`src/rtl/mctt_pkg.sv`:
```
// Shared types and codes of the multi-channel tick timer and PWM core.
package mctt_pkg;

	// Request codes carried in req_type
	localparam logic [1:0] REQ_TICK  = 2'd0;
	localparam logic [1:0] REQ_START = 2'd1;
	localparam logic [1:0] REQ_STOP  = 2'd2;

	// Channel modes
	localparam logic [1:0] MODE_ONCE   = 2'd0;
	localparam logic [1:0] MODE_REPEAT = 2'd1;
	localparam logic [1:0] MODE_PWM    = 2'd2;

	// Fixed widths of the transaction fields
	localparam int unsigned FIELD_COUNT_W = 32;
	localparam int unsigned MASK_W        = 8;

	typedef struct packed {
		logic [1:0]               req_type;
		logic [2:0]               channel;
		logic [1:0]               mode;
		logic [FIELD_COUNT_W-1:0] reload_count;
		logic [FIELD_COUNT_W-1:0] duty_count;
	} req_t;

	typedef struct packed {
		logic [MASK_W-1:0] expired_mask;
		logic [MASK_W-1:0] pwm_level_mask;
	} res_t;

	typedef enum logic [1:0] {
		ST_IDLE,
		ST_RUN,
		ST_FINISH
	} fsm_state_t;

	// Commands from the controller to the datapath
	typedef struct packed {
		logic load;     // capture the incoming transaction
		logic step;     // process one channel of a tick sweep
		logic apply;    // carry out a start or stop request
		logic publish;  // move the result into the output register
	} dp_cmd_t;

	// Status from the datapath to the controller
	typedef struct packed {
		logic is_tick;
	} dp_sts_t;

endpackage

```
`src/rtl/multi_channel_tick_timer_pwm_core.sv`:
```
// Top level of the multi-channel tick timer and PWM core.
// A bank of CHANNELS down-counting timers, each run as one-shot, repeat or PWM.
// Every request transaction (tick, start or stop) yields exactly one result
// transaction carrying the expiry mask of that tick and the PWM output levels
// after the request. A tick sweeps the bank through one shared decrement and
// compare unit, one channel per cycle; a tick runs through capture, CHANNELS
// sweep steps and hand-over to the result register, while start and stop
// run through capture, an apply step and hand-over. The result register lets
// the next request be taken while an earlier result still waits; if that
// result is still stalled when the next one is ready, the core holds until
// the output side takes it. Reload and duty counts keep their low COUNT_WIDTH
// bits, starts and stops addressed beyond the bank are dropped, and channels
// above the eighth count normally but do not appear in the 8-bit result masks.
module multi_channel_tick_timer_pwm_core
	import mctt_pkg::*;
#(
	parameter int unsigned CHANNELS    = 8,
	parameter int unsigned COUNT_WIDTH = 32
) (
	input  logic clk,
	input  logic arst_n,
	input  logic req_valid,
	output logic req_stall,
	input  req_t req,
	output logic res_valid,
	input  logic res_stall,
	output res_t res
);

	localparam int unsigned IDX_W = (CHANNELS > 1) ? $clog2(CHANNELS) : 1;

	dp_cmd_t          cmd;
	dp_sts_t          sts;
	logic [IDX_W-1:0] idx;

	// Sequence the capture, sweep and publish steps of each transaction
	mctt_ctrl #(
		.CHANNELS (CHANNELS)
	) u_ctrl (
		.clk       (clk),
		.arst_n    (arst_n),
		.req_valid (req_valid),
		.req_stall (req_stall),
		.res_valid (res_valid),
		.res_stall (res_stall),
		.cmd       (cmd),
		.idx       (idx),
		.sts       (sts)
	);

	// Hold the channel state, advance one channel per sweep step, drive the result
	mctt_dp #(
		.CHANNELS    (CHANNELS),
		.COUNT_WIDTH (COUNT_WIDTH)
	) u_dp (
		.clk    (clk),
		.arst_n (arst_n),
		.req    (req),
		.res    (res),
		.cmd    (cmd),
		.idx    (idx),
		.sts    (sts)
	);

endmodule

```
`src/rtl/mctt_ctrl.sv`:
```
// Controller state machine of the multi-channel tick timer and PWM core.
module mctt_ctrl
	import mctt_pkg::*;
#(
	parameter int unsigned CHANNELS = 8,
	localparam int unsigned IDX_W = (CHANNELS > 1) ? $clog2(CHANNELS) : 1
) (
	input  logic             clk,
	input  logic             arst_n,
	input  logic             req_valid,
	output logic             req_stall,
	output logic             res_valid,
	input  logic             res_stall,
	output dp_cmd_t          cmd,
	output logic [IDX_W-1:0] idx,
	input  dp_sts_t          sts
);

	fsm_state_t       state_q;
	fsm_state_t       state_d;
	logic [IDX_W-1:0] idx_q;
	logic             idx_last;
	logic             res_valid_q;
	logic             out_free;

	assign idx_last = (idx_q == IDX_W'(CHANNELS - 1));
	assign out_free = !res_valid_q || !res_stall;
	assign idx      = idx_q;
	assign res_valid = res_valid_q;

	always_ff @(posedge clk or negedge arst_n) begin
		if (!arst_n) begin
			state_q     <= ST_IDLE;
			idx_q       <= '0;
			res_valid_q <= 1'b0;
		end else begin
			state_q <= state_d;
			if (cmd.step) begin
				idx_q <= idx_last ? '0 : idx_q + 1'b1;
			end
			if (cmd.publish) begin
				res_valid_q <= 1'b1;
			end else if (!res_stall) begin
				res_valid_q <= 1'b0;
			end
		end
	end

	always_comb begin
		state_d   = state_q;
		cmd       = '0;
		req_stall = 1'b1;
		case (state_q)
			ST_IDLE: begin
				req_stall = 1'b0;
				if (req_valid) begin
					cmd.load = 1'b1;
					state_d  = ST_RUN;
				end
			end
			ST_RUN: begin
				if (sts.is_tick) begin
					cmd.step = 1'b1;
					if (idx_last) begin
						state_d = ST_FINISH;
					end
				end else begin
					cmd.apply = 1'b1;
					state_d   = ST_FINISH;
				end
			end
			ST_FINISH: begin
				if (out_free) begin
					cmd.publish = 1'b1;
					state_d     = ST_IDLE;
				end
			end
			default: begin
				state_d = ST_IDLE;
			end
		endcase
	end

	a_accept_starts_run: assert property (@(posedge clk) disable iff (!arst_n)
		(req_valid && !req_stall) |=> (state_q == ST_RUN))
		else $error("accepted transaction did not start processing");

	a_publish_needs_room: assert property (@(posedge clk) disable iff (!arst_n)
		cmd.publish |-> (!res_valid_q || !res_stall))
		else $error("result published over an untaken result");

	a_idle_sweep_at_zero: assert property (@(posedge clk) disable iff (!arst_n)
		(state_q == ST_IDLE) |-> (idx_q == '0))
		else $error("sweep index not at first channel while idle");

	a_step_apply_exclusive: assert property (@(posedge clk) disable iff (!arst_n)
		!(cmd.step && cmd.apply))
		else $error("tick sweep and start/stop issued together");

endmodule

```
`src/rtl/mctt_dp.sv`:
```
// Datapath of the multi-channel tick timer and PWM core: channel state and result register.
module mctt_dp
	import mctt_pkg::*;
#(
	parameter int unsigned CHANNELS    = 8,
	parameter int unsigned COUNT_WIDTH = 32,
	localparam int unsigned IDX_W = (CHANNELS > 1) ? $clog2(CHANNELS) : 1
) (
	input  logic             clk,
	input  logic             arst_n,
	input  req_t             req,
	output res_t             res,
	input  dp_cmd_t          cmd,
	input  logic [IDX_W-1:0] idx,
	output dp_sts_t          sts
);

	localparam int unsigned PAD_W = (CHANNELS > MASK_W) ? CHANNELS : MASK_W;

	logic [COUNT_WIDTH-1:0] remaining_q [CHANNELS];
	logic [COUNT_WIDTH-1:0] reload_q    [CHANNELS];
	logic [COUNT_WIDTH-1:0] duty_q      [CHANNELS];
	logic [1:0]             mode_q      [CHANNELS];
	logic [CHANNELS-1:0]    level_q;
	logic [CHANNELS-1:0]    expired_q;
	req_t                   item_q;
	res_t                   res_q;

	logic                   is_start;
	logic                   is_stop;
	logic [CHANNELS-1:0]    hit;
	logic [COUNT_WIDTH-1:0] load_reload;
	logic [COUNT_WIDTH-1:0] load_duty;
	logic [COUNT_WIDTH-1:0] rem_cur;
	logic [COUNT_WIDTH-1:0] rem_dec;
	logic [COUNT_WIDTH-1:0] rem_nxt;
	logic                   lvl_nxt;
	logic                   exp_nxt;
	logic [PAD_W-1:0]       expired_pad;
	logic [PAD_W-1:0]       level_pad;

	assign sts.is_tick = (item_q.req_type == REQ_TICK);
	assign is_start    = (item_q.req_type == REQ_START);
	assign is_stop     = (item_q.req_type == REQ_STOP);
	assign load_reload = COUNT_WIDTH'(item_q.reload_count);
	assign load_duty   = COUNT_WIDTH'(item_q.duty_count);

	// Decode the addressed channel; indices past the bank match nothing
	always_comb begin
		for (int c = 0; c < CHANNELS; c++) begin
			hit[c] = (32'(item_q.channel) == 32'(c));
		end
	end

	// Next state of the channel under the sweep index
	always_comb begin
		rem_cur = remaining_q[idx];
		rem_dec = rem_cur - 1'b1;
		rem_nxt = rem_cur;
		lvl_nxt = level_q[idx];
		exp_nxt = 1'b0;
		if (rem_cur != '0) begin
			rem_nxt = rem_dec;
			case (mode_q[idx])
				MODE_ONCE: begin
					exp_nxt = (rem_dec == '0);
				end
				MODE_REPEAT: begin
					if (rem_dec == '0) begin
						rem_nxt = reload_q[idx];
						exp_nxt = 1'b1;
					end
				end
				MODE_PWM: begin
					if (duty_q[idx] != reload_q[idx]) begin
						if (rem_dec == '0) begin
							lvl_nxt = 1'b0;
							rem_nxt = reload_q[idx];
						end
						if (rem_nxt == duty_q[idx]) begin
							lvl_nxt = 1'b1;
						end
					end else if (rem_dec == '0) begin
						rem_nxt = reload_q[idx];
					end
				end
				default: begin
					rem_nxt = rem_dec;
				end
			endcase
		end
	end

	always_ff @(posedge clk or negedge arst_n) begin
		if (!arst_n) begin
			for (int c = 0; c < CHANNELS; c++) begin
				remaining_q[c] <= '0;
				reload_q[c]    <= '0;
				duty_q[c]      <= '0;
				mode_q[c]      <= MODE_ONCE;
			end
			level_q <= '0;
		end else begin
			for (int c = 0; c < CHANNELS; c++) begin
				if (cmd.step && (idx == IDX_W'(c))) begin
					remaining_q[c] <= rem_nxt;
					level_q[c]     <= lvl_nxt;
				end else if (cmd.apply && hit[c] && is_start) begin
					mode_q[c]      <= item_q.mode;
					reload_q[c]    <= load_reload;
					duty_q[c]      <= load_duty;
					remaining_q[c] <= load_reload;
					level_q[c]     <= 1'b0;
				end else if (cmd.apply && hit[c] && is_stop) begin
					remaining_q[c] <= '0;
				end
			end
		end
	end

	// Transaction hold, expiry collection and result register
	always_ff @(posedge clk) begin
		if (cmd.load) begin
			item_q    <= req;
			expired_q <= '0;
		end else if (cmd.step && exp_nxt) begin
			expired_q[idx] <= 1'b1;
		end
		if (cmd.publish) begin
			res_q.expired_mask   <= sts.is_tick ? expired_pad[MASK_W-1:0] : '0;
			res_q.pwm_level_mask <= level_pad[MASK_W-1:0];
		end
	end

	assign expired_pad = PAD_W'(expired_q);
	assign level_pad   = PAD_W'(level_q);
	assign res         = res_q;

endmodule
```
`config.mk`:
```
export PLATFORM = sky130hd
export DESIGN_NAME = multi_channel_tick_timer_pwm_core
export DESIGN_NICKNAME = d
export VERILOG_FILES = /design/src/rtl/mctt_pkg.sv /design/src/rtl/multi_channel_tick_timer_pwm_core.sv /design/src/rtl/mctt_ctrl.sv /design/src/rtl/mctt_dp.sv
export SDC_FILE = /design/constraint.sdc
export NUM_CORES = 2
export LEC_CHECK = 0
export BUFFER_PORTS_ARGS = -buffer_cell sky130_fd_sc_hd__buf_2
export CAP_MARGIN = 40
export CORE_ASPECT_RATIO = 0.9
export CORE_MARGIN = 2
export CORE_UTILIZATION = 35
export CTS_CLUSTER_DIAMETER = 100
export DETAILED_ROUTE_END_ITERATION = 7
export PLACE_DENSITY_LB_ADDON = 0.08
export SLEW_MARGIN = 10
export SYNTH_ARGS = -nofsm -noshare
export SYNTH_HDL_FRONTEND = slang
export SYNTH_HIERARCHICAL = 1
export SYNTH_SLANG_ARGS = --single-unit
```
`constraint.sdc`:
```
create_clock -name clk -period 9.8 [get_ports clk]
set_input_delay 0 -clock clk [delete_from_list [all_inputs] [get_ports clk]]
set_output_delay 0 -clock clk [all_outputs]
set_load 0.01 [all_outputs]
```
* After elaboration in Yosys (flattened, before gate mapping)
Cells that the tools add are included.
** Cells by class
- Bitwise logic cells :: 10
- Mux-type cells :: 87
- Magnitude comparators :: 3
- Add/sub/neg operators :: 2
- Reductions and logical operators :: 69
- Equality and inequality tests :: 26
** Operators with widths (number)
- 2-to-1 mux 32 bit :: 36
- binary-select mux 32 bit (select 3 bit) :: 3
- case mux 32 bit (2 select lines) :: 1
- logical AND 1 bit :: 34
- 2-to-1 mux 1 bit :: 34
- equality test 32 bit :: 1
- logical NOT 32 bit :: 1
- != test 32 bit :: 1
- nonzero test 32 bit :: 1
- subtractor 32 x 1 -> 32 bit, second input constant :: 1
- equality test 3 bit, second input constant :: 8
- nonzero test 3 bit :: 8
- AND reduction 2 bit :: 8
- nonzero test 2 bit :: 8
- 2-to-1 mux 2 bit :: 7
- equality test 3 x 2 -> 1 bit, second input constant :: 4
- NOT 1 bit :: 8
- bitwise OR 8 bit :: 1
- binary-select mux 2 bit (select 3 bit) :: 1
- equality test 2 x 1 -> 1 bit, second input constant :: 3
- equality test 2 bit, second input constant :: 3
- equality test 3 x 1 -> 1 bit, second input constant :: 2
- logical NOT 2 bit :: 3
- logical NOT 3 bit :: 2
- 16 further kinds :: 18
** Storage, ports and cells
- Register bits after elaboration :: 893
- Input bits :: 75
- Word-level logic and storage cells :: 248
- Output and inout bits :: 18

* Logic depth before layout (Yosys ltp)
- Word-level depth :: 16
- Mapped depth :: 23
- Gate-level depth less buffers :: 15

* Cells and area by module
The synthesis kept the hierarchy.
** By module, submodules not included
- mctt_dp :: cells each 3224, area each 42314.3 um^2, seq. area each 22591.7 um^2, instances 1
- mctt_ctrl :: cells each 29, area each 329.1 um^2, seq. area each 150.1 um^2, instances 1

* Worst setup path before layout
No wires, ideal clock.
- Path kind :: reg2reg
- From :: register u_ctrl.idx_q[0] (netlist: u_ctrl/idx[0])
- To :: register u_dp.level_q[0] (netlist: u_dp/level_pad[0])
- Data arrival time :: 4651 ps
- Stages on the path, launching flop included :: 19
- Setup time :: 76 ps
- Path buffers :: 4
- Clock period less this slack :: 4727 ps
- Data required time :: 9724 ps
- Path slack :: 5073 ps
- Path through :: dfrtp_1 > buf_6 > buf_6 > mux4_2 > mux2i_1 > ha_1 > inv_1 > nor3_2 > buf_4 > nand3_1 > xnor2_1 > or4_1 > nor4_4 > buf_6 > mux2i_1 > o22ai_1 > nor4_2 > a31oi_4 > o21ai_2
** Between the ends
- Word-level cells in the longest chain between the ends :: 16
- Elaborated cells between the ends (all ways) :: 34
- Classes of those cells :: 1 x add/sub; 3 x eq/ne; 24 x mux; 1 x bitwise; 5 x reduce/logical
** RTL lines
- start: declaration :: RTL line mctt_ctrl.sv:21 : logic [IDX_W-1:0] idx_q;
- start signal: assignment :: RTL line mctt_ctrl.sv:39 : idx_q <= idx_last ? '0 : idx_q + 1'b1;
- NOT 3 -> 4 bit (not written as such)
- binary-select mux 32 bit (select 3 bit) :: RTL line mctt_dp.sv:57 : rem_cur = remaining_q[idx];
- 2-to-1 mux 32 bit (not written as such) (2 in a row) :: RTL line mctt_dp.sv:57
- subtractor 32 x 1 -> 32 bit :: RTL line mctt_dp.sv:58 : rem_dec = rem_cur - 1'b1;
- logical NOT 32 bit :: RTL line mctt_dp.sv:76 : if (rem_dec == '0) begin
- 2-to-1 mux 32 bit :: RTL line mctt_dp.sv:76
- 2-to-1 mux 32 bit :: RTL line mctt_dp.sv:75 : if (duty_q[idx] != reload_q[idx]) begin
- 2-to-1 mux 32 bit :: RTL line mctt_dp.sv:64 : case (mode_q[idx])
- 2-to-1 mux 32 bit :: RTL line mctt_dp.sv:62 : if (rem_cur != '0) begin
- equality test 32 bit :: RTL line mctt_dp.sv:80 : if (rem_nxt == duty_q[idx]) begin
- 2-to-1 mux 1 bit :: RTL line mctt_dp.sv:80
- 2-to-1 mux 1 bit :: RTL line mctt_dp.sv:75
- 2-to-1 mux 1 bit :: RTL line mctt_dp.sv:64
- 2-to-1 mux 1 bit :: RTL line mctt_dp.sv:62
- 2-to-1 mux 1 bit :: RTL line mctt_dp.sv:105 : if (cmd.step && (idx == IDX_W'(c))) begin
- end signal: indexed assignment :: RTL line mctt_dp.sv:107 : level_q[c] <= lvl_nxt;
- end: declaration :: RTL line mctt_dp.sv:24 : logic [CHANNELS-1:0] level_q;
Several ways; a longest one is shown, not always the timed one. The select of a mux whose other input is x is not followed.
A chain may end at the register's enable or synchronous reset.

* Final worst setup path
- From :: register u_ctrl.idx_q[0] (netlist: u_ctrl/idx[0])
- To :: register u_dp/remaining_q[43] in the netlist's numbering
** Between the ends
- Word-level cells in the longest chain between the ends :: 14
- Elaborated cells between the ends (all ways) :: 30
- Classes of those cells :: 1 x add/sub; 4 x eq/ne; 20 x mux; 1 x bitwise; 4 x reduce/logical
** RTL lines
- NOT 3 -> 4 bit (not written as such)
- binary-select mux 32 bit (select 3 bit) :: RTL line mctt_dp.sv:57
- 2-to-1 mux 32 bit (not written as such) (2 in a row) :: RTL line mctt_dp.sv:57
- subtractor 32 x 1 -> 32 bit :: RTL line mctt_dp.sv:58
- logical NOT 32 bit :: RTL line mctt_dp.sv:69, mctt_dp.sv:76, mctt_dp.sv:83
- 2-to-1 mux 32 bit :: RTL line mctt_dp.sv:69, mctt_dp.sv:76, mctt_dp.sv:83
- 2-to-1 mux 32 bit :: RTL line mctt_dp.sv:75
- 2-to-1 mux 32 bit :: RTL line mctt_dp.sv:64
- 2-to-1 mux 32 bit :: RTL line mctt_dp.sv:62
- 2-to-1 mux 32 bit :: RTL line mctt_dp.sv:75
- case mux 32 bit (2 select lines) :: RTL line mctt_dp.sv:64
- 2-to-1 mux 32 bit :: RTL line mctt_dp.sv:62
- 2-to-1 mux 32 bit :: RTL line mctt_dp.sv:105
- end signal: indexed assignment :: RTL line mctt_dp.sv:106 : remaining_q[c] <= rem_nxt;
- end signal: indexed assignment :: RTL line mctt_dp.sv:112 : remaining_q[c] <= load_reload;
- end: declaration :: RTL line mctt_dp.sv:20 : logic [COUNT_WIDTH-1:0] remaining_q [CHANNELS];
Several ways; a longest one is shown, not always the timed one. The select of a mux whose other input is x is not followed.

==> results.toml <==
[critical_path]
cp.arrival_ns = 8.06
reg2reg_depth = 16
critPathBufInv = 4
worstPathRequired_ns = 10.46
cpPeakStageDelay_ns = 0.97
crit_top_cell = "buf_4"
crit_slowest_cell = "dfrtp_4"
crit_type = "reg -> reg"
endpoint_kind = "register"
path_cells = "buf_12 > mux4_2 > mux2i_2 > o2111ai_4 > nor3_2 > nand3_1 > xnor2_1 > or4b_4 > nor4_4 > buf_4 > and2_1 > buf_4 > a21oi_1 > nor2_1 > a222oi_1 > inv_1"
worstReg2RegEnd = "u_dp/remaining_q[43]"
startpoint_type = "register"
critPathTopFamily = "simple AND/OR/NAND/NOR gates"
path_max_fanout = 83
r2r-start = "u_ctrl/idx[0]"
r2r_slack_ns = 2.39

[place]
place_inst = 4831
dp_hpwl_um = 90500
place.gp.congestion = 0.911
port_buffers = 92

[yosys]
syn-num-nets = 3336
yosys_warnings = 6
synth_top_cell_by_area = "dfrtp_1"
netlist_top_cells_area = "dfrtp_1, mux2_2, edfxtp_1"
synth_area_mm2 = 0.0426
postSynth.asyncResetShare_pct = 89.4
synth_seq_cells = 893
yosysSeqAreaShare_pct = 53.3
yosysMostFrequentCell = "dfrtp_1"
synth_edf_count = 87
synth.distinct_cells = 96
syn_area_per_cell_um2 = 13.1
netlist_instances = 3253
synth_top_area_share_pct = 46.8
netlist_top_cells_count = "dfrtp_1, mux2_2, inv_1"
synthFlopType = "dfrtp_1"

[power_and_ir_drop]
p_comb_share_pct = 45.5
p_switching_mw = 7.65
clkPwrFrac_pct = 20.6
power_density_mw_per_mm2 = 372
intPower_mw = 11.0
irDropWorstVdd_v = 0.000178
seqPwrFrac_pct = 33.9
swShare_pct = 40.9
p_leak_nw = 23.7

[route]
drc = 102
vias = 30300
first_pass_iters = 8
drt_iter0_drc = 3752
detail-route-antenna-nets = 0
post_drt_wl_per_cell_um = 28.8
drt_wl_total_um = 149000
viasPerCell = 5.87

[clock_tree]
cts.clk_slew.worst_paths_ns = 0.06
cts_root_buffer = "clkbuf_16"
clock_path_buffers = 3
ctsHoldBuffers = 137
clk-insertion-delay-late_ns = 0.72
clock_sinks = 893
cts-buffers-inserted = 102
post_cts_buffers = 0
h-tree-depth = 3
cts.repair.resized = 0
cts_tree = "built"

[hold_path]
holdCritStartpoint = "req[0]"
worstHoldPathType = "in -> reg"
min_to = "u_dp/load_duty[0]"
whs_path_depth = 2

[die]
rows = 121
die_h_um = 335
dieArea_mm2 = 0.125
fp.dieW_um = 372
pin_count = 93
start_util_pct = 35.3
core_area_mm2 = 0.121

[global_routing]
grt_pass1_wl_um = 219000
grt_max_degree = 175
first_global_vias = 31800
grt_overflow = 0
grt_use_total_pct = 23.8
antenna_found_initial = 2

[cells_and_area]
instances_no_fill = 5160
syn2layout_area_growth_pct = 17.6
final_util_pct = 41.5
final_nets = 3557
drive_above_1_share_pct = 32.2
n_fill_cell = 11200

[timing]
setup_tns_ns = 0
max_slew_margin_pct = 25.1
hold_viol_final = 0
fin_skew_ns = 0.0319
setup_violations = 0
worstMarginPinSlew_ns = 1.12
grt_setup_unrepaired = "false"
slew_violations = 0
finalCriticalPeriod_ns = 7.41
period_share_pct = 75.6
max_freq_mhz = 135

[status]
violations = "DRC"
outcome = "finished with violations"

[flow_run]
drv_cap = 0
-- logic make-up (layout without fill, tap and decap cells) --
family / after synthesis / after routing / synth area share [%]
AOI/OAI and AO/OA: 559 / 559 / 11.0
xor gates and xnor gates: 62 / 62 / 1.27
adders and majority gates: 8 / 8 / 0.235
buffers and inverters: 516 / 823 / 5.19
DFF: 893 / 893 / 53.3
muxes: 833 / 833 / 24.2
other: 0 / 1 / 0
and+or+nand+nor: 382 / 382 / 4.77
-- worst register-to-register path, cell delays in order, from the launching register on --
cell and delay, ns:
dfrtp_4 0.97, buf_12 0.60, mux4_2 0.78, mux2i_2 0.40, o2111ai_4 0.27, nor3_2 0.72
nand3_1 0.19, xnor2_1 0.52, or4b_4 0.55, nor4_4 0.25, buf_4 0.24, and2_1 0.50
buf_4 0.41, a21oi_1 0.15, nor2_1 0.50, a222oi_1 0.22, inv_1 0.10
-- routing by layer --
layer	routed length, µm	track usage [%]
met1	65200	33.2
met3	10300	4.12
met4	3530	6.30
met5	0	0
met2	69700	38.2
-- sequential cells by signal, summed over array words and instances (netlist names) --
register,cells
u_dp/item_q,7
u_dp/mode_q,16
u_dp/level_pad,8
u_dp/reload_q,256
u_dp/load_reload,32
u_dp/expired_pad,8
u_dp/load_duty,32
u_dp/duty_q,256
u_dp/res,16
u_ctrl/state_q,2
u_ctrl/res_valid,1
u_ctrl/idx,3
u_dp/remaining_q,256
-- how the worst max path moves through the flow --
stage / start / to / slack (ns) / cells past startpoint
after floorplan: u_ctrl/idx[0] / u_dp/level_pad[0] / 5.07 / 18
after global placement: u_ctrl/idx[0] / u_dp/remaining_q[11] / 2.71 / 16
after global routing: u_ctrl/idx[0] / u_dp/remaining_q[43] / 2.01 / 16
after CTS: u_ctrl/idx[0] / u_dp/remaining_q[43] / 2.53 / 16
final: u_ctrl/idx[0] / u_dp/remaining_q[43] / 2.39 / 16
after detailed placement: u_ctrl/idx[0] / u_dp/remaining_q[43] / 2.56 / 16
-- power groups by stage --
stage / clock network, mW / logic, mW / registers (mW)
after floorplan: 0 / 5.67 / 5.87
after global placement: 0 / 8.19 / 6.24
after detailed placement: 0 / 8.39 / 6.37
after CTS: 3.96 / 8.46 / 6.32
after global routing: 4.11 / 9.08 / 6.51
final: 3.85 / 8.50 / 6.33
-- layout by cell type, fill, tap and decap left out, types with 16 or more instances in the layout --
cell type,Yosys,final
xnor2_1,29,29
buf_4,15,105
and2_1,18,18
mux2_2,544,544
o22ai_1,18,18
nor3_1,20,20
a22oi_1,56,56
xor2_1,33,33
dfrtp_1,798,795
clkbuf_16,0,104
a21oi_1,63,54
dlygate4sd3_1,0,136
or2_2,16,16
nand2_1,80,80
mux2i_1,179,179
nor2_2,20,20
buf_2,15,107
nor2_4,0,18
a221oi_1,35,35
nor2_1,104,86
nand4_1,19,19
mux4_2,99,99
clkinv_2,0,17
o21ai_0,50,46
clkbuf_1,185,27
clkbuf_8,0,18
a222oi_1,240,240
nand3_1,30,30
edfxtp_1,87,87
inv_1,263,262
-- layout make-up --
| class | count | area [µm²] | area share [%] |
|---|---|---|---|
| clock inverter | 41 | 412 | 0.821 |
| multi-input combinational | 1844 | 17900 | 35.7 |
| tap | 1599 | 2000 | 3.99 |
| timing repair buffer | 368 | 3120 | 6.23 |
| clock buffer | 149 | 2950 | 5.88 |
| sequential | 893 | 22800 | 45.4 |
| antenna | 1 | 2.50 | 0.00499 |
| inverter | 265 | 996 | 1.99 |
-- metrics by stage --
step           power [mW]  setup WS (ns)  hold WS (ns)  instance area (µm²)
3_3_place_gp         14.4           2.71         0.123                45000
4_1_cts              18.7           2.53      0.000179                50200
6_report             18.7           2.39        0.0451                50200
3_5_place_dp         14.8           2.56         0.141                45400
2_1_floorplan        11.5           5.07        -0.296                42600
5_1_grt              19.7           2.01        0.0163                50200
Power figures use the tool's default switching activity.
